===== src/hw/rtl/sadm_pkg.sv =====
package sadm_pkg;

	localparam int unsigned MaxChipDimDef = 256;
	localparam int unsigned PixelBitsDef  = 16;

	localparam int unsigned CfgIdxW  = 3;
	localparam int unsigned CfgDataW = 17;
	localparam int unsigned DimW     = 9;
	localparam int unsigned StepW    = 16;
	localparam int unsigned PosW     = 17;
	localparam int unsigned FracBits = 8;
	localparam int unsigned SumW     = 32;
	localparam int unsigned TallyW   = 17;
	localparam int unsigned PctW     = 7;
	localparam int unsigned MeanW    = 24;
	localparam int unsigned ProdW    = TallyW + PctW;
	localparam int unsigned DivSteps = MeanW;
	localparam int unsigned DivCntW  = $clog2(DivSteps);

	localparam logic [PosW-1:0]   PosOne   = PosW'(1 << FracBits);
	localparam logic [PosW-1:0]   PosMax   = '1;
	localparam logic [DimW-1:0]   IdxMax   = '1;
	localparam logic [TallyW-1:0] TallyMax = '1;
	localparam logic [SumW-1:0]   SumMax   = '1;
	localparam logic [MeanW-1:0]  MeanMax  = '1;
	localparam logic [PctW-1:0]   Percent  = PctW'(100);

	localparam logic [DimW-1:0]   LinesRst   = DimW'(256);
	localparam logic [DimW-1:0]   SamplesRst = DimW'(256);
	localparam logic [StepW-1:0]  StepRst    = StepW'(256);
	localparam logic [TallyW-1:0] ExpectRst  = TallyW'(65536);
	localparam logic [PctW-1:0]   PctRst     = '0;

	typedef enum logic [CfgIdxW-1:0] {
		CFG_CHIP_LINES   = 3'd0,
		CFG_CHIP_SAMPLES = 3'd1,
		CFG_LINE_STEP    = 3'd2,
		CFG_SAMPLE_STEP  = 3'd3,
		CFG_EXPECTED     = 3'd4,
		CFG_MIN_PERCENT  = 3'd5
	} cfg_idx_t;

	typedef struct packed {
		logic pix_en;
		logic div_load;
		logic div_step;
		logic out_load;
	} sadm_cmd_t;

	typedef struct packed {
		logic div_last;
	} sadm_sts_t;

	function automatic logic [PosW-1:0] advance_pos(
		input logic [PosW-1:0]  pos,
		input logic [StepW-1:0] step
	);
		logic [StepW-1:0] s;
		logic [PosW:0]    n;
		s = (step < StepW'(PosOne)) ? StepW'(PosOne) : step;
		n = {1'b0, pos} + (PosW+1)'(s);
		return n[PosW] ? PosMax : n[PosW-1:0];
	endfunction

endpackage


===== src/hw/rtl/sadm_ctrl.sv =====
module sadm_ctrl import sadm_pkg::*; (
	input  logic      clk,
	input  logic      arst_n,
	input  logic      in_valid,
	input  logic      chip_end,
	input  logic      out_stall,
	input  sadm_sts_t sts,
	output logic      in_stall,
	output logic      out_valid,
	output sadm_cmd_t cmd
);

	typedef enum logic [2:0] {
		ST_ACCUM = 3'b001,
		ST_DIV   = 3'b010,
		ST_DONE  = 3'b100
	} state_t;

	state_t state_q, state_d;
	logic   out_valid_q;
	logic   accept;
	logic   out_free;

	assign accept   = in_valid && (state_q == ST_ACCUM);
	assign out_free = !out_valid_q || !out_stall;

	assign cmd.pix_en   = accept;
	assign cmd.div_load = accept && chip_end;
	assign cmd.div_step = (state_q == ST_DIV);
	assign cmd.out_load = (state_q == ST_DONE) && out_free;

	assign in_stall  = (state_q != ST_ACCUM);
	assign out_valid = out_valid_q;

	always_comb begin
		state_d = state_q;
		case (state_q)
			ST_ACCUM: begin
				if (cmd.div_load) state_d = ST_DIV;
			end
			ST_DIV: begin
				if (sts.div_last) state_d = ST_DONE;
			end
			ST_DONE: begin
				if (out_free) state_d = ST_ACCUM;
			end
			default: state_d = ST_ACCUM;
		endcase
	end

	always_ff @(posedge clk or negedge arst_n) begin
		if (!arst_n) begin
			state_q     <= ST_ACCUM;
			out_valid_q <= 1'b0;
		end else begin
			state_q <= state_d;
			if (cmd.out_load) out_valid_q <= 1'b1;
			else if (!out_stall) out_valid_q <= 1'b0;
		end
	end

endmodule


===== src/hw/rtl/sadm_datapath.sv =====
module sadm_datapath import sadm_pkg::*; #(
	parameter int unsigned MAX_CHIP_DIM = MaxChipDimDef,
	parameter int unsigned PIXEL_BITS   = PixelBitsDef
) (
	input  logic                         clk,
	input  logic                         arst_n,
	input  logic                         cfg_we,
	input  logic [CfgIdxW-1:0]           cfg_index,
	input  logic [CfgDataW-1:0]          cfg_data,
	input  logic signed [PIXEL_BITS-1:0] pattern_pixel,
	input  logic signed [PIXEL_BITS-1:0] search_pixel,
	input  logic                         pattern_invalid,
	input  logic                         search_invalid,
	input  logic                         chip_end,
	input  sadm_cmd_t                    cmd,
	output sadm_sts_t                    sts,
	output logic [MeanW-1:0]             mean_difference,
	output logic                         no_match,
	output logic [TallyW-1:0]            valid_points
);

	localparam int unsigned DimCap = (MAX_CHIP_DIM > 511) ? 511 : MAX_CHIP_DIM;

	logic [DimW-1:0]   lines_q, samples_q;
	logic [StepW-1:0]  lstep_q, sstep_q;
	logic [TallyW-1:0] expect_q;
	logic [PctW-1:0]   pct_q;

	logic [DimW-1:0]   row_q, col_q;
	logic [PosW-1:0]   nrow_q, ncol_q;
	logic [SumW-1:0]   sum_q;
	logic [TallyW-1:0] tally_q;

	logic [DimW-1:0]   row_d, col_d;
	logic [PosW-1:0]   nrow_d, ncol_d;
	logic [SumW-1:0]   sum_d;
	logic [TallyW-1:0] tally_d;

	logic [DimW-1:0]         lines, samples;
	logic                    row_pick, col_pick, pick, bad;
	logic [PIXEL_BITS:0]     diff, diff_neg;
	logic [PIXEL_BITS-1:0]   abs_d;
	logic [SumW:0]           sum_add;

	logic [TallyW-1:0]  rem_q;
	logic [MeanW-1:0]   quo_q;
	logic [TallyW-1:0]  den_q;
	logic               ovf_q;
	logic [DivCntW-1:0] cnt_q;
	logic [TallyW:0]    shifted, rem_sub;
	logic               ge;

	logic [ProdW-1:0]  cnt_pct, need_pct;
	logic              nm;

	logic [MeanW-1:0]  mean_q;
	logic              nm_q;
	logic [TallyW-1:0] vp_q;

	always_ff @(posedge clk or negedge arst_n) begin
		if (!arst_n) begin
			lines_q   <= LinesRst;
			samples_q <= SamplesRst;
			lstep_q   <= StepRst;
			sstep_q   <= StepRst;
			expect_q  <= ExpectRst;
			pct_q     <= PctRst;
		end else if (cfg_we) begin
			case (cfg_idx_t'(cfg_index))
				CFG_CHIP_LINES:   lines_q   <= cfg_data[DimW-1:0];
				CFG_CHIP_SAMPLES: samples_q <= cfg_data[DimW-1:0];
				CFG_LINE_STEP:    lstep_q   <= cfg_data[StepW-1:0];
				CFG_SAMPLE_STEP:  sstep_q   <= cfg_data[StepW-1:0];
				CFG_EXPECTED:     expect_q  <= cfg_data[TallyW-1:0];
				CFG_MIN_PERCENT:  pct_q     <= cfg_data[PctW-1:0];
				default: ;
			endcase
		end
	end

	assign lines   = (lines_q > DimW'(DimCap)) ? DimW'(DimCap) : lines_q;
	assign samples = (samples_q > DimW'(DimCap)) ? DimW'(DimCap) : samples_q;

	assign row_pick = (row_q <= lines) && (nrow_q[PosW-1:FracBits] == row_q);
	assign col_pick = (col_q <= samples) && (ncol_q[PosW-1:FracBits] == col_q);
	assign pick     = row_pick && col_pick;
	assign bad      = pattern_invalid || search_invalid;

	assign diff     = $signed({pattern_pixel[PIXEL_BITS-1], pattern_pixel})
	                - $signed({search_pixel[PIXEL_BITS-1], search_pixel});
	assign diff_neg = -diff;
	assign abs_d    = diff[PIXEL_BITS] ? diff_neg[PIXEL_BITS-1:0] : diff[PIXEL_BITS-1:0];
	assign sum_add  = {1'b0, sum_q} + (SumW+1)'(abs_d);

	always_comb begin
		row_d   = row_q;
		col_d   = col_q;
		nrow_d  = nrow_q;
		ncol_d  = ncol_q;
		sum_d   = sum_q;
		tally_d = tally_q;
		if (pick) begin
			if (!bad) begin
				sum_d = sum_add[SumW] ? SumMax : sum_add[SumW-1:0];
				if (tally_q != TallyMax) tally_d = tally_q + 1'b1;
			end
			ncol_d = advance_pos(ncol_q, sstep_q);
		end
		if (col_q >= samples) begin
			col_d  = DimW'(1);
			ncol_d = PosOne;
			if (row_pick) nrow_d = advance_pos(nrow_q, lstep_q);
			if (row_q != IdxMax) row_d = row_q + 1'b1;
		end else begin
			col_d = col_q + 1'b1;
		end
	end

	always_ff @(posedge clk or negedge arst_n) begin
		if (!arst_n) begin
			row_q   <= DimW'(1);
			col_q   <= DimW'(1);
			nrow_q  <= PosOne;
			ncol_q  <= PosOne;
			sum_q   <= '0;
			tally_q <= '0;
		end else if (cmd.pix_en) begin
			if (chip_end) begin
				row_q   <= DimW'(1);
				col_q   <= DimW'(1);
				nrow_q  <= PosOne;
				ncol_q  <= PosOne;
				sum_q   <= '0;
				tally_q <= '0;
			end else begin
				row_q   <= row_d;
				col_q   <= col_d;
				nrow_q  <= nrow_d;
				ncol_q  <= ncol_d;
				sum_q   <= sum_d;
				tally_q <= tally_d;
			end
		end
	end

	assign shifted = {rem_q, quo_q[MeanW-1]};
	assign ge      = (shifted >= {1'b0, den_q});
	assign rem_sub = shifted - {1'b0, den_q};

	always_ff @(posedge clk) begin
		if (cmd.div_load) begin
			rem_q <= TallyW'(sum_d[SumW-1:SumW-16]);
			quo_q <= {sum_d[15:0], FracBits'(0)};
			den_q <= tally_d;
			ovf_q <= ({1'b0, sum_d[SumW-1:SumW-16]} >= tally_d);
			cnt_q <= DivCntW'(DivSteps - 1);
		end else if (cmd.div_step) begin
			rem_q <= ge ? rem_sub[TallyW-1:0] : shifted[TallyW-1:0];
			quo_q <= {quo_q[MeanW-2:0], ge};
			cnt_q <= cnt_q - 1'b1;
		end
	end

	assign sts.div_last = cmd.div_step && (cnt_q == '0);

	assign cnt_pct  = ProdW'(den_q) * ProdW'(Percent);
	assign need_pct = ProdW'(pct_q) * ProdW'(expect_q);
	assign nm       = (den_q == '0) || (cnt_pct < need_pct);

	always_ff @(posedge clk) begin
		if (cmd.out_load) begin
			mean_q <= nm ? '0 : (ovf_q ? MeanMax : quo_q);
			nm_q   <= nm;
			vp_q   <= den_q;
		end
	end

	assign mean_difference = mean_q;
	assign no_match        = nm_q;
	assign valid_points    = vp_q;

endmodule


===== src/hw/rtl/sampled_sad_chip_match.sv =====
// Pixel pairs are taken one per cycle while a chip streams in.
// The item carrying chip_end starts a 24-step restoring divider, one quotient bit per cycle;
// input stalls while the divider runs, and the result is then loaded when the output is free and
// held in an output register until taken.
// The next chip's pixels are not taken before the previous chip's result is loaded.
// Reset (asynchronous, active low) clears control and chip state, loads register defaults.
module sampled_sad_chip_match import sadm_pkg::*; #(
	parameter int unsigned MAX_CHIP_DIM = MaxChipDimDef,
	parameter int unsigned PIXEL_BITS   = PixelBitsDef
) (
	input  logic                         clk,
	input  logic                         arst_n,
	input  logic                         cfg_valid,
	output logic                         cfg_ready,
	input  logic [CfgIdxW-1:0]           cfg_index,
	input  logic [CfgDataW-1:0]          cfg_data,
	input  logic                         in_valid,
	output logic                         in_stall,
	input  logic signed [PIXEL_BITS-1:0] pattern_pixel,
	input  logic signed [PIXEL_BITS-1:0] search_pixel,
	input  logic                         pattern_invalid,
	input  logic                         search_invalid,
	input  logic                         chip_end,
	output logic                         out_valid,
	input  logic                         out_stall,
	output logic [MeanW-1:0]             mean_difference,
	output logic                         no_match,
	output logic [TallyW-1:0]            valid_points
);

	sadm_cmd_t cmd;
	sadm_sts_t sts;

	assign cfg_ready = 1'b1;

	sadm_ctrl u_ctrl (
		.clk       (clk),
		.arst_n    (arst_n),
		.in_valid  (in_valid),
		.chip_end  (chip_end),
		.out_stall (out_stall),
		.sts       (sts),
		.in_stall  (in_stall),
		.out_valid (out_valid),
		.cmd       (cmd)
	);

	sadm_datapath #(
		.MAX_CHIP_DIM (MAX_CHIP_DIM),
		.PIXEL_BITS   (PIXEL_BITS)
	) u_dp (
		.clk             (clk),
		.arst_n          (arst_n),
		.cfg_we          (cfg_valid && cfg_ready),
		.cfg_index       (cfg_index),
		.cfg_data        (cfg_data),
		.pattern_pixel   (pattern_pixel),
		.search_pixel    (search_pixel),
		.pattern_invalid (pattern_invalid),
		.search_invalid  (search_invalid),
		.chip_end        (chip_end),
		.cmd             (cmd),
		.sts             (sts),
		.mean_difference (mean_difference),
		.no_match        (no_match),
		.valid_points    (valid_points)
	);

endmodule


===== config.mk =====
export PLATFORM = sky130hd
export DESIGN_NAME = sampled_sad_chip_match
export DESIGN_NICKNAME = d
export VERILOG_FILES = /design/src/hw/rtl/sadm_pkg.sv /design/src/hw/rtl/sadm_ctrl.sv /design/src/hw/rtl/sadm_datapath.sv /design/src/hw/rtl/sampled_sad_chip_match.sv
export SDC_FILE = /design/constraint.sdc
export NUM_CORES = 1
export LEC_CHECK = 0
export ABC_AREA = 1
export BUFFER_PORTS_ARGS = -buffer_cell sky130_fd_sc_hd__buf_4
export CAP_MARGIN = 20
export CORE_ASPECT_RATIO = 0.6
export CORE_UTILIZATION = 55
export DETAILED_ROUTE_END_ITERATION = 16
export HOLD_SLACK_MARGIN = 0.06
export PLACE_DENSITY_LB_ADDON = 0.05
export SLEW_MARGIN = 0
export SYNTH_ARGS = -nofsm -noshare
export SYNTH_HDL_FRONTEND = slang
export SYNTH_HIERARCHICAL = 1
export SYNTH_SLANG_ARGS = --single-unit

===== constraint.sdc =====
create_clock -name clk -period 5.7 [get_ports clk]
set_clock_uncertainty 0.1 [all_clocks]
set_input_delay 1.14 -clock clk [delete_from_list [all_inputs] [get_ports clk]]
set_output_delay 1.14 -clock clk [all_outputs]
set_load 0.02 [all_outputs]

# After elaboration in Yosys (flattened, before gate mapping)

Index checks and enable logic that the tools add are counted.

Add/sub/neg operators: 10
Multipliers: 2
Divide/modulo/power cells: 0
$lt $le $gt $ge: 10
Equal/unequal tests: 17
Shift-type cells: 0
Mux-type cells: 38
Bitwise gates (word level): 0
Reduce and logical (&&, ||, !) cells: 30

Operators with widths:

| operator              | count |
|---|---|
| $mux 17               | 13 |
| $mux 32               | 4 |
| $mux 16               | 5 |
| $mux 24               | 3 |
| $mux 9                | 7 |
| $add 17x16->18        | 2 |
| $add 32x16->33        | 1 |
| $lt 16x9->1 const B   | 2 |
| $lt 24x24->1          | 1 |
| $mul 7x17->24         | 1 |
| $mul 17x5->22 const B | 1 |
| $add 9x1->9 const B   | 2 |
| $eq 9x9->1            | 2 |
| $ge 18x17->1          | 1 |
| $gt 9x9->1 const B    | 2 |
| $le 9x9->1            | 2 |
| $add 17x1->17 const B | 1 |
| $ge 16x17->1          | 1 |
| $logic_not 17->1      | 1 |
| $ne 17x17->1 const B  | 1 |
| $sub 16x16->17        | 1 |
| $sub 17x17->17        | 1 |
| $neg 16->16           | 1 |
| $reduce_and 2->1      | 7 |
| other kinds (20)      | 44 |

Register bits: 285
Bits in latches: 0
Bits in writable memories: 0
Memory bits (read-only): 0
Input bits: 60
Output and inout bits: 45
Memories: 0

# Logic depth before layout (Yosys ltp)

Depth after elaboration: 8
Gate-level depth with buffers: 41
Depth with buffers taken out: 41

# Modules after synthesis

Netlist, hierarchy kept.

By module, submodules not included:

| module                 | instances | cells an instance | area each (µm²) |
|---|---|---|---|
| sadm_datapath          | 1         | 3,317             | 24,743.7 |
| sadm_ctrl              | 1         | 34                | 242.7 |
| sampled_sad_chip_match | 1         | 2                 | 11.3 |

# Least setup slack after synthesis

Ideal clock, no wire load.

Kind: reg2reg
Start: register u_dp.pct_q[3]
End: register u_dp.mean_q[10] (netlist: u_dp/mean_difference[10]) (data pin)
Arrival time: 5.650 ns
Slack: -0.315 ns
Stages on the path, launching flop included: 25
Clock period less this slack: 6.015 ns
Cells stage by stage: dfrtp_1 -> clkbuf_1 -> clkbuf_1 -> nand2_1 -> fa_1 -> inv_1 -> fa_1 -> fa_1 -> fa_1 -> ha_1 -> nand2_1 -> nor3_1 -> a21oi_1 -> o31ai_1 -> a21oi_1 -> xor2_1 -> ha_1 -> a21oi_1 -> or2_2 -> a21oi_1 -> a2111oi_0 -> nand3_1 -> nand2_1 -> clkbuf_1 -> nor2_1

Longest elaborated chain between the ends: 3

Ends and longest elaborated chain:

| what                   | RTL line             | source |
|---|---|---|
| start, declared        | sadm_datapath.sv:27  | `logic [PctW-1:0] pct_q;` |
| start signal, assigned | sadm_datapath.sv:67  | `pct_q <= PctRst;` |
| start signal, assigned | sadm_datapath.sv:75  | `CFG_MIN_PERCENT: pct_q <= cfg_data[PctW-1:0];` |
| $mul 7x17->24          | sadm_datapath.sv:167 | `assign need_pct = ProdW'(pct_q) * ProdW'(expect_q);` |
| $lt 24x24->1           | sadm_datapath.sv:168 | `assign nm = (den_q == '0) \|\| (cnt_pct < need_pct);` |
| $logic_or 1x1->1       | sadm_datapath.sv:168 |  |
| end signal, assigned   | sadm_datapath.sv:172 | `mean_q <= nm ? '0 : (ovf_q ? MeanMax : quo_q);` |
| end, declared          | sadm_datapath.sv:56  | `logic [MeanW-1:0] mean_q;` |

No other way between the ends.
A chain may end at the register's enable or synchronous reset.

# Worst setup path after layout

Start: register u_dp.pct_q[3]
End: register u_dp.mean_q[16] (netlist: u_dp/mean_difference[16]) (data pin)

Same word-level chain as after synthesis.

==> summary.md <==
| Metric | Value |
|---|---|
| Pre-antenna DRT Iters | `6` |
| Post-CTS Hold Buffers | `0` |
| Syn_area_per_cell | `roughly 7.5 sq um` |
| Largest family of logic cells by synthesized area | `simple AND/OR/NAND/NOR gates` |
| Async SR Flop Fraction | `62.8%` |
| Arrival time worst endpoint | `6.20 ns` |
| Die Y | `167 um` |
| Die area | `46300 sq um` |
| Top Ports | `105` |
| Final Hold Violating Endpoints | `0` |
| First-pass GRT wire length | `116000 um` |
| Chip width | `277 um` |
| Multiplexer share of the synthesized area | `0.0450%` |
| Diode count | `0` |
| Routed Antenna Nets | `0` |
| Run status | `complete, but fails checks` |
| Root Driver | `clkbuf_16` |
| Commonest non-fill, non-tap cells in the layout | `nand2_1 (900), inv_1 (475), buf_4 (364)` |
| Worst Tran Pin Value | `0.999 ns` |
| Worst Path Required | `5.91 ns` |
| Number of DRC markers in iteration 0 | `around 2100` |
| Cell Area, Synth | `between 20000 and 25000 sq um` |
| Drt wl/cell | `17.2 um` |
| PortBufs | `103` |
| Clock Path Buffers | `3` |
| Vias per cell | `5.50` |
| Simple-Gate Fraction of Synth Area | `25.5%` |
| Synth Net Count | `about 3800` |
| Max Clk Rate | `167 MHz` |
| Slew Limit Headroom | `33.2%` |
| Vias in the first global route | `21500` |
| Cts bufs inserted | `29` |
| Core area | `44800 sq um` |
| Primary FF master, synth | `dfrtp_1` |
| Register area share after synthesis | `30.1%` |
| Failing checks | `setup timing` |
| Initial Utilization | `a little under three fifths` |
| Final Max Tran Viols | `0` |
| Nets | `4064` |
| Clock Latency Late Sink | `0.57 ns` |
| Share of post-route cells with drive strength above 1 | `17.8%` |
| TritonCTS clock tree | `yes` |
| Final worst path period share | `105%` |
| Core Util, Final | `67.3%` |
| Dpl hpwl | `between 50000 and 60000 um` |
| Final wirelength | `73700 um` |
| CP startpoint kind | `flip-flop` |
| CTS clock-pin slew for the worst setup and hold paths | `0.07 ns` |
| Gr usage total | `a little under a third` |
| Final min period | `5.99 ns` |
| P&R area growth vs syn | `20.7%` |
| Post-synth EDFFs | `slightly above 90` |
| Largest net degree at the start of global routing | `180` |
| CP Class | `reg -> reg` |
| Residual DRC count | `0` |
| Most common cell after layout, fill and taps aside | `nand2_1` |
| RSZ-0062 raised after global routing | `yes` |
| Power Dens Cells | `523 nW/um^2` |
| Worst IR Drop VDD | `0.000400 V` |
| Mapped Cells | `3353` |
| Distinct cell type count after synthesis | `60` |
| Setup crit end kind | `flip-flop` |
| Worst Hold Class | `reg -> reg` |
| YS warnings | `6` |
| CP max FO | `8` |
| Synth Area in Compound Gates | `10.7%` |
| Fin worst setup slack | `-0.290 ns` |
| Clock sinks | `roughly 290` |
| Synthesized-area fraction occupied by adder cells | `19.7%` |
| H-tree levels | `1` |
| Post-Synth XOR/XNOR Area | `4.45%` |
| Pre-CTS setup slack | `-0.601 ns` |
| # Max-Cap Violations | `0` |
| Final setup violation count | `25` |
| Reg2Reg Setup Slack | `-0.29 ns` |
| Leak Pwr | `15.7 nW` |
| Initial antenna violation count | `1` |
| Gpl congestion | `0.961` |
| #FFs+latches synth | `285` |
| Rows | `60` |
| DR vias | `~24000` |
| Grt ovf | `0` |
[worst paths after layout]
path                       cells after the start           start                        to
hold reg to reg                                2  u_dp/ncol_q[5]            u_dp/ncol_q[5]
min in group asynchronous                      2          arst_n         u_dp/expect_q[13]
hold / removal                                 2  u_dp/ncol_q[5]            u_dp/ncol_q[5]
setup / recovery                              25   u_dp/pct_q[3]  u_dp/mean_difference[16]
setup reg to reg                              25   u_dp/pct_q[3]  u_dp/mean_difference[16]
max in group asynchronous                      2          arst_n             u_dp/sum_q[7]
[layer usage]
layer | track usage, % | vias to the layer above | wire (um)
li1 | - | 11500 | -
met1 | 50.1 | 11100 | 36700
met2 | 41.5 | 876 | 28700
met3 | 7.23 | 86 | 6910
met4 | 5.72 | 2 | 1310
met5 | 0 | - | 13
[area by class of cell]
type,count,area (sq um)
Fill cell,3823,14600
Sequential cell,285,7550
Clock inverter,12,106
Inverter,499,1880
Timing Repair inverter,1,7.51
Clock buffer,42,825
Tap cell,589,737
Timing Repair Buffer,388,3180
Multi-Input combinational cell,2461,15900
[worst max-delay path: stages, from the launching register on]
cell,delay (ns)
dfrtp_1,0.39
buf_12,0.15
buf_12,0.14
nand2_1,0.07
fa_1,0.52
inv_2,0.05
fa_1,0.49
fa_2,0.59
fa_2,0.46
ha_4,0.32
nand2_4,0.07
nor3_4,0.21
a21oi_2,0.10
o31ai_2,0.31
a21oi_2,0.11
xor2_1,0.16
ha_1,0.31
a21oi_2,0.13
or2_4,0.12
a21oi_2,0.04
a2111oi_2,0.23
buf_4,0.18
nand3_4,0.09
nand2_8,0.14
clkbuf_16,0.18
nor2_2,0.04
[power breakdown]
group	total, mW	switching (mW)	internal, mW
registers	3.30	0.515	2.78
clock network	1.92	0.859	1.06
logic	10.6	5.98	4.58
total	15.8	7.36	8.42
[sequential cells by signal (all words and copies together), names as in the netlist, 5 cells and up]
register              cells
u_dp/rem_q               17
u_dp/col_q                9
u_dp/ncol_q              17
u_dp/lines_q              9
u_dp/samples_q            9
u_dp/nrow_q              17
u_dp/mean_difference     24
u_dp/valid_points        17
u_dp/expect_q            17
u_dp/pct_q                7
u_dp/lstep_q             16
u_dp/sum_q               32
u_dp/cnt_q                5
u_dp/sstep_q             16
u_dp/tally_q             17
u_dp/den_q               17
u_dp/row_q                9
u_dp/quo_q               24
[logic make-up after synthesis]
kind of cell | count (synthesis)
AOI/OAI and AO/OA | 480
xor gates and xnor gates | 127
adders and majority gates | 339
buffers and inverters | 607
DFF | 285
muxes | 1
other | 1
and+or+nand+nor | 1513
[metrics by stage]
step	cell area (sq um)	hold slack [ns]	power [mW]	TNS (ns)	std cells
after global routing	30200	0.408	17.1	-11.30	4277
after floorplan	25000	0.346	9.25	0	3353
after CTS	29500	0.389	15.0	-4.82	4270
after global placement	28100	0.361	12.0	-11.79	4195
final	30200	0.385	15.8	-6.57	4277
after detailed placement	28100	0.372	12.2	-15.21	4195
[timing repair]
item | 4_1_cts | 5_1_grt
endpoints found under the setup margin | 25 | 26
resized for setup | 73 | 135
buffers inserted | 19 | 4
hold endpoints to repair | 0 | 0
pin swaps | 10 | 41
gates cloned | 2 | 2
[synth_stat cells (11+ instances only)]
library cell	n	area, sq um
nand3_2	12	120
o21ai_1	16	80.1
dfrtp_1	169	4230
dfxtp_1	14	280
buf_2	13	65.1
a21oi_1	152	761
inv_1	484	1820
xnor2_1	50	438
clkbuf_1	73	274
nor3_1	32	160
o21ai_0	201	1010
fa_1	91	1820
ha_1	248	3100
nand4_1	30	188
nand3_1	189	946
edfxtp_1	92	2760
nor4_1	17	106
nand2_1	924	3470
nor2_1	253	950
nand3b_1	19	143
o22ai_1	22	138
o211ai_1	33	248
xor2_1	77	674
o21bai_1	11	82.6
Power figures use the tool's default switching activity.
